**src/rtl/bpa_pkg.sv**
```systemverilog
// ----------------------------------------------------------------------------
// Buddy page allocator package
// Shared sizes, codes, mark memory layout and controller/datapath types.
// ----------------------------------------------------------------------------
package bpa_pkg;

  localparam int POOL_PAGES   = 4096;
  localparam int MAX_ORDER    = 10;
  localparam int USABLE_PAGES = (POOL_PAGES >> MAX_ORDER) << MAX_ORDER;
  localparam int TOP_BLOCKS   = POOL_PAGES >> MAX_ORDER;

  localparam int ADDR_W  = 48;
  localparam int COUNT_W = 11;
  localparam int SHIFT_W = 5;
  localparam int STAT_W  = 2;

  localparam int WORD_W = 32;
  localparam int BIT_W  = $clog2(WORD_W);
  localparam int ORD_W  = $clog2(MAX_ORDER + 1);
  localparam int IDX_W  = $clog2(USABLE_PAGES);
  localparam int SROW_W = IDX_W - BIT_W;

  function automatic int rows_in_int(input int k);
    return ((USABLE_PAGES >> k) + WORD_W - 1) >> BIT_W;
  endfunction

  function automatic int row_off_int(input int k);
    int s;
    s = 0;
    for (int j = 0; j < k; j++) begin
      s += rows_in_int(j);
    end
    return s;
  endfunction

  localparam int MEM_ROWS = row_off_int(MAX_ORDER + 1);
  localparam int ROW_W    = $clog2(MEM_ROWS);
  localparam int TOP_OFF  = row_off_int(MAX_ORDER);

  function automatic logic [ROW_W-1:0] row_off(input logic [ORD_W-1:0] k);
    int s;
    s = 0;
    for (int j = 0; j <= MAX_ORDER; j++) begin
      if (j < int'(k)) begin
        s += rows_in_int(j);
      end
    end
    return ROW_W'(s);
  endfunction

  function automatic logic [SROW_W-1:0] row_last(input logic [ORD_W-1:0] k);
    logic [SROW_W-1:0] r;
    r = '0;
    for (int j = 0; j <= MAX_ORDER; j++) begin
      if (j == int'(k)) begin
        r = SROW_W'(rows_in_int(j) - 1);
      end
    end
    return r;
  endfunction

  typedef enum logic {
    OP_ALLOC = 1'b0,
    OP_FREE  = 1'b1
  } opcode_t;

  typedef enum logic [STAT_W-1:0] {
    ST_OK       = 2'd0,
    ST_NO_FREE  = 2'd1,
    ST_BAD_FREE = 2'd2
  } status_t;

  typedef enum logic {
    REG_SIZE_SHIFT = 1'b0,
    REG_BASE_PAGE  = 1'b1
  } reg_index_t;

  typedef enum logic [4:0] {
    DP_NOP,
    DP_CLEAR,
    DP_LOAD,
    DP_SET_NOFREE,
    DP_SET_BAD,
    DP_SEARCH_RD,
    DP_SEARCH_NEXT,
    DP_TAKE,
    DP_SPLIT_RD,
    DP_SPLIT_WR,
    DP_ADDR_SUM,
    DP_ADDR_SHIFT,
    DP_FREE_PN,
    DP_FREE_REL,
    DP_CHK_RD,
    DP_CHK_NEXT,
    DP_MERGE_INIT,
    DP_MERGE_RD,
    DP_MERGE_WR,
    DP_PUSH
  } dp_cmd_t;

  typedef struct packed {
    logic clr_last;
    logic op_free;
    logic too_big;
    logic hit;
    logic last_row;
    logic ord_top;
    logic ord_is_need;
    logic free_bad;
    logic chk_hit;
    logic merge_up;
    logic out_busy;
  } dp_stat_t;

  typedef enum logic [4:0] {
    S_CLEAR,
    S_IDLE,
    S_DISPATCH,
    S_A_RD,
    S_A_EV,
    S_SPLIT_RD,
    S_SPLIT_WR,
    S_ADDR_SUM,
    S_ADDR_SHIFT,
    S_F_PN,
    S_F_REL,
    S_F_TEST,
    S_CHK_RD,
    S_CHK_EV,
    S_M_RD,
    S_M_EV,
    S_FINISH
  } state_t;

endpackage

```
**src/rtl/bpa_ctrl.sv**
```systemverilog
// ----------------------------------------------------------------------------
// Buddy page allocator controller
// Sequences clearing, search, split, free checks and merges in the datapath.
// ----------------------------------------------------------------------------
module bpa_ctrl import bpa_pkg::*; (
  input  logic     clk,
  input  logic     rst,
  input  logic     in_valid,
  output logic     in_ready,
  output dp_cmd_t  cmd,
  input  dp_stat_t stat
);

  state_t state;
  state_t state_next;

  always_ff @(posedge clk) begin
    if (rst) begin
      state <= S_CLEAR;
    end else begin
      state <= state_next;
    end
  end

  always_comb begin
    state_next = state;
    cmd        = DP_NOP;
    in_ready   = 1'b0;
    unique case (state)
      S_CLEAR: begin
        cmd = DP_CLEAR;
        if (stat.clr_last) begin
          state_next = S_IDLE;
        end
      end
      S_IDLE: begin
        in_ready = 1'b1;
        if (in_valid) begin
          cmd        = DP_LOAD;
          state_next = S_DISPATCH;
        end
      end
      S_DISPATCH: begin
        if (stat.op_free) begin
          state_next = S_F_PN;
        end else if (stat.too_big) begin
          cmd        = DP_SET_NOFREE;
          state_next = S_FINISH;
        end else begin
          state_next = S_A_RD;
        end
      end
      S_A_RD: begin
        cmd        = DP_SEARCH_RD;
        state_next = S_A_EV;
      end
      S_A_EV: begin
        if (stat.hit) begin
          cmd        = DP_TAKE;
          state_next = stat.ord_is_need ? S_ADDR_SUM : S_SPLIT_RD;
        end else if (stat.last_row && stat.ord_top) begin
          cmd        = DP_SET_NOFREE;
          state_next = S_FINISH;
        end else begin
          cmd        = DP_SEARCH_NEXT;
          state_next = S_A_RD;
        end
      end
      S_SPLIT_RD: begin
        cmd        = DP_SPLIT_RD;
        state_next = S_SPLIT_WR;
      end
      S_SPLIT_WR: begin
        cmd        = DP_SPLIT_WR;
        state_next = stat.ord_is_need ? S_ADDR_SUM : S_SPLIT_RD;
      end
      S_ADDR_SUM: begin
        cmd        = DP_ADDR_SUM;
        state_next = S_ADDR_SHIFT;
      end
      S_ADDR_SHIFT: begin
        cmd        = DP_ADDR_SHIFT;
        state_next = S_FINISH;
      end
      S_F_PN: begin
        cmd        = DP_FREE_PN;
        state_next = S_F_REL;
      end
      S_F_REL: begin
        cmd        = DP_FREE_REL;
        state_next = S_F_TEST;
      end
      S_F_TEST: begin
        if (stat.free_bad) begin
          cmd        = DP_SET_BAD;
          state_next = S_FINISH;
        end else begin
          state_next = S_CHK_RD;
        end
      end
      S_CHK_RD: begin
        cmd        = DP_CHK_RD;
        state_next = S_CHK_EV;
      end
      S_CHK_EV: begin
        if (stat.chk_hit) begin
          cmd        = DP_SET_BAD;
          state_next = S_FINISH;
        end else if (stat.ord_top) begin
          cmd        = DP_MERGE_INIT;
          state_next = S_M_RD;
        end else begin
          cmd        = DP_CHK_NEXT;
          state_next = S_CHK_RD;
        end
      end
      S_M_RD: begin
        cmd        = DP_MERGE_RD;
        state_next = S_M_EV;
      end
      S_M_EV: begin
        cmd        = DP_MERGE_WR;
        state_next = stat.merge_up ? S_M_RD : S_FINISH;
      end
      S_FINISH: begin
        if (!stat.out_busy) begin
          cmd        = DP_PUSH;
          state_next = S_IDLE;
        end
      end
      default: begin
        state_next = S_CLEAR;
      end
    endcase
  end

endmodule

```
**config.mk**
```make
export PLATFORM = sky130hd
export DESIGN_NAME = bpa_ctrl
export DESIGN_NICKNAME = d
export VERILOG_FILES = /design/src/rtl/bpa_pkg.sv /design/src/rtl/bpa_ctrl.sv
export SDC_FILE = /design/constraint.sdc
export NUM_CORES = 1
export LEC_CHECK = 0
export BUFFER_PORTS_ARGS = -buffer_cell sky130_fd_sc_hd__buf_4
export CORE_MARGIN = 3
export CORE_UTILIZATION = 30
export DETAILED_ROUTE_END_ITERATION = 10
export GPL_ROUTABILITY_DRIVEN = 0
export PLACE_DENSITY = 0.64
export SYNTH_ARGS = -nofsm -noshare
export SYNTH_HDL_FRONTEND = slang
export SYNTH_SLANG_ARGS = --single-unit
```
**constraint.sdc**
```tcl
create_clock -name clk -period 1.4 [get_ports clk]
set_input_delay 0.21 -clock clk [delete_from_list [all_inputs] [get_ports clk]]
set_output_delay 0.21 -clock clk [all_outputs]
set_load 0.005 [all_outputs]
```
---- After elaboration in Yosys (flattened, before gate mapping) ----
Index checks and enable logic that the tools add are counted.
storage, ports and cells
  memories ................................ 0
  memory bits (writable) .................. 0
  input bits .............................. 14
  bits in latches ......................... 0
  word-level logic and storage cells ...... 47
  bits in registers ....................... 5
  ROM bits ................................ 0
operators by class
  div/mod/pow operators ................... 0
  order comparisons ....................... 0
  eq/ne operators ......................... 19
  add/sub/neg operators ................... 0
  multipliers ............................. 0
  shift operators ......................... 0
  multiplexer cells ....................... 24
  bitwise gates (word level) .............. 0
  reductions and logical operators ........ 3
operators by type and width
  kind                  number
  $pmux W5 S17          2
  $mux W5               13
  $eq A5 B4 Y1 const B  8
  $eq A5 B3 Y1 const B  4
  $eq A5 B2 Y1 const B  2
  $mux W2               5
  $mux W3               3
  $ne A2 B2 Y1 const B  3
  $eq A5 B1 Y1 const B  1
  $eq A5 B5 Y1 const B  1
  $logic_not A5 Y1      1
  $reduce_and A3 Y1     1
  $logic_and A1 B1 Y1   1
  $mux W1               1

---- Depth between registers and ports, before layout ----
Gate-level depths: netlist (run 1).
  depth after elaboration ................. 4
  gate-level depth with buffers ........... 6

---- Least setup slack after synthesis (run 1) ----
No wires, ideal clock.
  path type ............................... register -> register
  start point ............................. register state[4]
  end point ............................... register state[0]
  clock period less this slack ............ 1.490 ns
  required time ........................... 1.312 ns
  setup time .............................. 0.088 ns
  path slack .............................. -0.090 ns
  arrival time ............................ 1.402 ns
  cell stages (with the launch flop) ...... 5
  path buffers ............................ 0
  cell sequence ........................... dfxtp_1 -> or2_1 -> or3_1 -> or3_1 -> a311oi_2
between the ends
  cells in the longest elaborated chain, start to end .. 3
  elaborated cells on any way between the ends .. 22
  classes of those cells .................. eq/ne: 19; mux: 1; reduce/logical: 2
ends and longest elaborated chain
  item                                  RTL line        RTL
  start: declaration                    bpa_ctrl.sv:14  state_t state;
  start signal: assignment              bpa_ctrl.sv:21  state <= state_next;
  $eq A5 B5 Y1 (tied with other cells)  bpa_ctrl.sv:29  unique case (state)
  $ne A2 B2 Y1 (no source line)         -
  $reduce_and A3 Y1 (no source line)    -
Several ways; a longest one is shown, not always the timed one.
A chain may end at the register's enable or synchronous reset.

---- Final worst setup path (run 1) ----
  start point ............................. register state[2]
  end point ............................... output cmd[1]
between the ends
  cells in the longest elaborated chain, start to end .. 2
  elaborated cells on any way between the ends .. 18
  classes of those cells .................. eq/ne: 16; mux: 1; reduce/logical: 1
ends and longest elaborated chain
  item                                  RTL line        RTL
  $eq A5 B5 Y1 (tied with other cells)  bpa_ctrl.sv:29
  $pmux W5 S17 *                        bpa_ctrl.sv:29
  end: declaration                      bpa_ctrl.sv:10  output dp_cmd_t cmd,
Every way passes the cells marked *; elsewhere a longest branch is shown, timed or not.

==> results.cfg, run 1 <==
[global_route]
track_usage_pct = 21.08
grt_pass1_vias = 1163
antenna_found_initial = 0
grt_pass1_wl_mm = 5.361
grt_overflow_total = 0
grt_max_degree = 13

[yosys]
yosysTopAreaCell = dfxtp_1
synth_area_um2 = 769.5
yosys.cell_count.top_type = nor2_1
ys_warn_count = 0
postSynthAreaPerCell_um2 = 6.810
synth_edf_count = 0
synth_cell_types = 45
seq_area_frac_synth_pct = 13.01
synth_area_leaders = dfxtp_1, o21ai_0, a21oi_1
synth_cells = 113
synth-main-ff-cell = dfxtp_1
synth_commonest_cells = nor2_1, o21ai_0, a21oi_1, buf_2, inv_1
netlist.area_leader.share_pct = 13.01
async_flop_share_pct = 0
synth_fp_nets = 127
synth-seq-cells = 5

[timing]
setup_viol = 11
slew_headroom_pct = 79.94
worst_slew_pin_slew_ns = 0.2968
skew_ns = 0.003121
hold-worst-slack_ns = 0.1548
clock.fmax_mhz = 549.9
rsz0062_at_grt = true
hold_viol_final = 0
fin_tns_setup_ns = -3.076
timing.final.ws_setup_ns = -0.4185
min_period_ns = 1.819
fin_crit_sh_pct = 129.9
slew_violations = 0

[critical_path]
worstPathCellList = buf_6, nor4_4, nor3b_4, a31oi_1, o211ai_1, buf_4
setup.worst_path.class = reg2out
cp_data_arrival_time_ns = 1.61
critPathCapture = cmd[1]
worstPathRequired_ns = 1.19
crit_fanout = 5
max_stage_delay_ns = 0.36
critPathLaunchType = flip-flop
reg2reg_setup_slack_ns = -0.27
critPathCaptureType = output port
crit_buf_inv = 2
cp_slowest_cell = dfxtp_4
reg2reg_depth = 6
startpoint = state[2]
critical_path_depth = 6
reg2reg_from = state[0]
cp_top_family = simple AND/OR/NAND/NOR gates
r2r_end = state[0]

[drt]
dr.pass1.iters = 4
wl_mm = 3.577
vias = 1192
routed_via_density = 5.786
post_drt_wl_per_cell_um = 17.36
drc = 0
drtIter0Drc = 53
antenna_left = 0

[clock_network]
clk_pin_slew_ns = 0.05
root_buffer = clkbuf_4
cts.path.max_buffers = 2
tritoncts = built
cts.sinks = 5
htreeDepth = 1
cts_buffers = 3
cts-hold-fix-buffers = 0
insertion_delay_ns = 0.24

[placement]
hpwl_mm = 2.271
dp.cells = 186
place_area_um2 = 1169
numPortBuffers = 19

[finish]
fin_nets = 193
postLayoutCellArea_um2 = 1504
fin_cells = 206
regMostFlops = state
drive_gt1_share_pct = 55.06
largest_register_ffs = 5
synthToLayoutAreaGrowth_pct = 95.45
top_regs = state (5)
final_util_pct = 64.87
num_antenna_cells = 0

[status]
violations = negative setup slack
run_status = finished, violations left

[floorplanning]
rows = 17
core_region_area_um2 = 2318
die_h_um = 56.65
design.die.area_um2 = 3209
start_util_pct = 33.19
io_pins = 20
die-width_um = 56.65

[flow_run]
maxCapViolations = 0

[hold_path]
hold_class = in2reg
hold_start = rst

[pwr]
p_leak_nw = 0.6768
peakVddDrop_mv = 0.6652
pwr_density_cell_nw_per_um2 = 672.5
[stage by stage]
step | setup slack, ns | power [W]
after floorplan | -0.08997 | 0.0003811
after global placement | -0.2287 | 0.0006091
after CTS | -0.3888 | 0.0009417
final | -0.4185 | 0.001011
after global routing | -0.4945 | 0.001068
after detailed placement | -0.2869 | 0.0006145
[cell families after synthesis]
| logic type | Yosys count | synth area share [%] |
|---|---|---|
| simple gates | 45 | 36.10 |
| compound gates | 46 | 40.82 |
| flops | 5 | 13.01 |
| xor+xnor | 1 | 1.138 |
| buf+inv | 16 | 8.944 |
[routing by layer]
layer / GRT usage, % / wire length (µm) / vias to the layer above
met5: 0 / 0 / -
met4: 6.780 / 115 / 0
met3: 4.828 / 304 / 15
met2: 36.14 / 1759 / 73
met1: 25.69 / 1398 / 539
li1: - / - / 565
[where the power goes]
part / internal [W] / switching [W] / total, W
registers: 0.000154 / 0.0000245 / 0.000179
clock network: 0.000108 / 0.0000641 / 0.000172
logic: 0.000382 / 0.000278 / 0.000660
[placed cells by master, fill, tap and decap left out, drive strengths merged, types with 2 or more instances in the layout]
cell	count
a311oi	2
nand2b	3
a21oi	9
o21a	2
o21ai	10
nor3b	2
o211ai	5
clkbuf	4
nor2b	6
inv	7
nand2	3
buf	70
a2bb2oi	3
nand3	3
nor2	11
a31oi	4
nand3b	2
nand4	3
dfxtp	5
or3	2
nor4	2
[how the worst min path moves through the flow]
stage,end,slack (ns),cells past startpoint
2_1_floorplan,state[0],0.28,1
3_3_place_gp,state[0],0.41,2
3_5_place_dp,state[0],0.42,2
4_1_cts,state[0],0.15,2
5_1_grt,state[2],0.14,2
6_report,state[2],0.15,2
[what timing repair did]
| action | 4_1_cts | 5_1_grt |
|---|---|---|
| hold endpoints to repair | 0 | 0 |
| setup buffers | 12 | 7 |
| endpoints found under the setup margin | 10 | 11 |
| resized for setup | 34 | 21 |
| pin swaps | 13 | 16 |
[layout make-up]
cell class | count | area, µm²
Sequential cell | 5 | 111.4
Inverter | 7 | 26.28
Tap cell | 28 | 35.03
Multi-Input combinational cell | 92 | 711.9
Clock buffer | 4 | 26.28
Timing Repair Buffer | 70 | 593.1
Fill cell | 195 | 814.5
Note: power is estimated with default switching activity, not from simulation.
==> run 2, diff against run 1 <==
MAX_ROUTING_LAYER = met4   (was default)
clock period = 1.6 ns   (was 1.4 ns; I/O delays follow)
==> results.cfg, run 2 (synthesis results as in run 1) <==
[status]
run_status = finished, violations left
violations = negative setup slack

[timing]
slew_headroom_pct = 80.06
hold-worst-slack_ns = 0.1710
timing.final.ws_setup_ns = -0.2708
clock.fmax_mhz = 534.5
slew_violations = 0
min_period_ns = 1.871
fin_crit_sh_pct = 116.9
rsz0062_at_grt = true
skew_ns = 0.006446
setup_viol = 9
hold_viol_final = 0
worst_slew_pin_slew_ns = 0.2952

[global_route]
grt_max_degree = 14
antenna_found_initial = 0
grt_pass1_vias = 1070
grt_pass1_wl_mm = 4.940
use_met3_pct = 4.368
grt.busiest_layer = met2
track_usage_pct = 20.08
grt_use_met2_pct = 33.50
grt_overflow_total = 0
use_met1_pct = 23.80

[critical_path]
worstPathRequired_ns = 1.36
setup.worst_path.class = reg2out
crit_fanout = 7
cp_data_arrival_time_ns = 1.63
critPathLaunchType = flip-flop
critPathCaptureType = output port
reg2reg_depth = 9

[flow_run]
maxCapViolations = 0

[clock_network]
cts.sinks = 5
cts-hold-fix-buffers = 0
insertion_delay_ns = 0.26
cts_buffers = 3
tritoncts = built
htreeDepth = 1
root_buffer = clkbuf_4
clk_pin_slew_ns = 0.06
cts.path.max_buffers = 2

[finish]
num_antenna_cells = 0
final_util_pct = 58.61
regMostFlops = state
final_cell_mix = buf_4, o21ai_0, nor2_1, a21oi_1, buf_6
synthToLayoutAreaGrowth_pct = 76.58
top_regs = state (5)
largest_register_ffs = 5
drive_gt1_share_pct = 50.30
fin_nets = 182
final_common_cell = buf_4
fillers = 201

[floorplanning]
design.die.area_um2 = 3209
die-width_um = 56.65
io_pins = 20
die_h_um = 56.65
core_region_area_um2 = 2318
start_util_pct = 33.19
rows = 17

[hold_path]
hold_class = in2reg
hold_depth = 2

[placement]
numPortBuffers = 19
hpwl_mm = 2.199

[drt]
dr.pass1.iters = 5
wl_mm = 3.139
post_drt_wl_per_cell_um = 16.10
antenna_left = 0
routed_via_density = 5.831
drtIter0Drc = 50
vias = 1137
drc = 0

[pwr]
peakVddDrop_mv = 0.3327
p_leak_nw = 0.5950
pwr_density_cell_nw_per_um2 = 586.7
-- run 2: changes by cell type in the layout (fill, tap and decap cells not counted), sizes merged --
| cell | delta |
|---|---|
| clkbuf | -1 |
| buf | -11 |
| clkinv | +1 |
-- run 2: cell type report --
cell class / instances / area, µm² / area share [%]
clock buffer: 3 / 22.52 / 1.657
clock inverter: 1 / 5.005 / 0.3683
inverter: 7 / 26.28 / 1.934
multi-input combinational: 92 / 676.9 / 49.82
sequential: 5 / 116.4 / 8.564
tap: 28 / 35.03 / 2.578
timing repair buffer: 59 / 476.7 / 35.08
-- run 2: where the power goes --
group,leakage [nW],switching (W),total [W],internal [W]
combinational,0.533,0.000206,0.000478,0.000272
clock,0.0177,0.0000714,0.000163,0.0000916
sequential,0.0441,0.0000223,0.000156,0.000134
total,0.595,0.000300,0.000797,0.000497
-- run 2: repair_timing --
item                       4_1_cts  5_1_grt
pin swaps                       10        7
buffers inserted                 7        4
setup endpoints to repair        8        8
resized for setup               34        2
-- run 2: worst max-delay path, cell delays in order, from the launching register on --
cell and delay [ns]:
dfxtp_4 0.38, buf_6 0.14, nor4_4 0.26, nor3b_4 0.28, a31oi_1 0.06, o211ai_1 0.11
buf_4 0.15
-- run 2: metal layers --
layer / routed length, µm / part of all wire, %
met4: 85 / 2.7
met2: 1517 / 48
met5: 0 / 0
met1: 1267 / 40
met3: 268 / 8.5
-- run 2: path summary, 6_finish.rpt --
kind | slack (ns) | end | start
worst max-delay path | -0.27 | cmd[1] | state[2]
worst min-delay path | 0.17 | state[2] | rst
worst max register to register | -0.12 | state[0] | state[2]
worst min register to register | 0.67 | state[3] | state[4]
-- run 2: through the flow --
stage	setup slack [ns]	total power [W]	instances	TNS (ns)	cell area [µm²]
global placement	-0.1303	0.0005033	180	-0.3988	1122
detailed placement	-0.2194	0.0005097	180	-0.7641	1122
floorplan	0.1100	0.0003283	113	0	769.5
finish	-0.2708	0.0007972	195	-1.327	1359
CTS	-0.2479	0.0007477	191	-0.9956	1321
global route	-0.3648	0.0008451	195	-1.957	1359
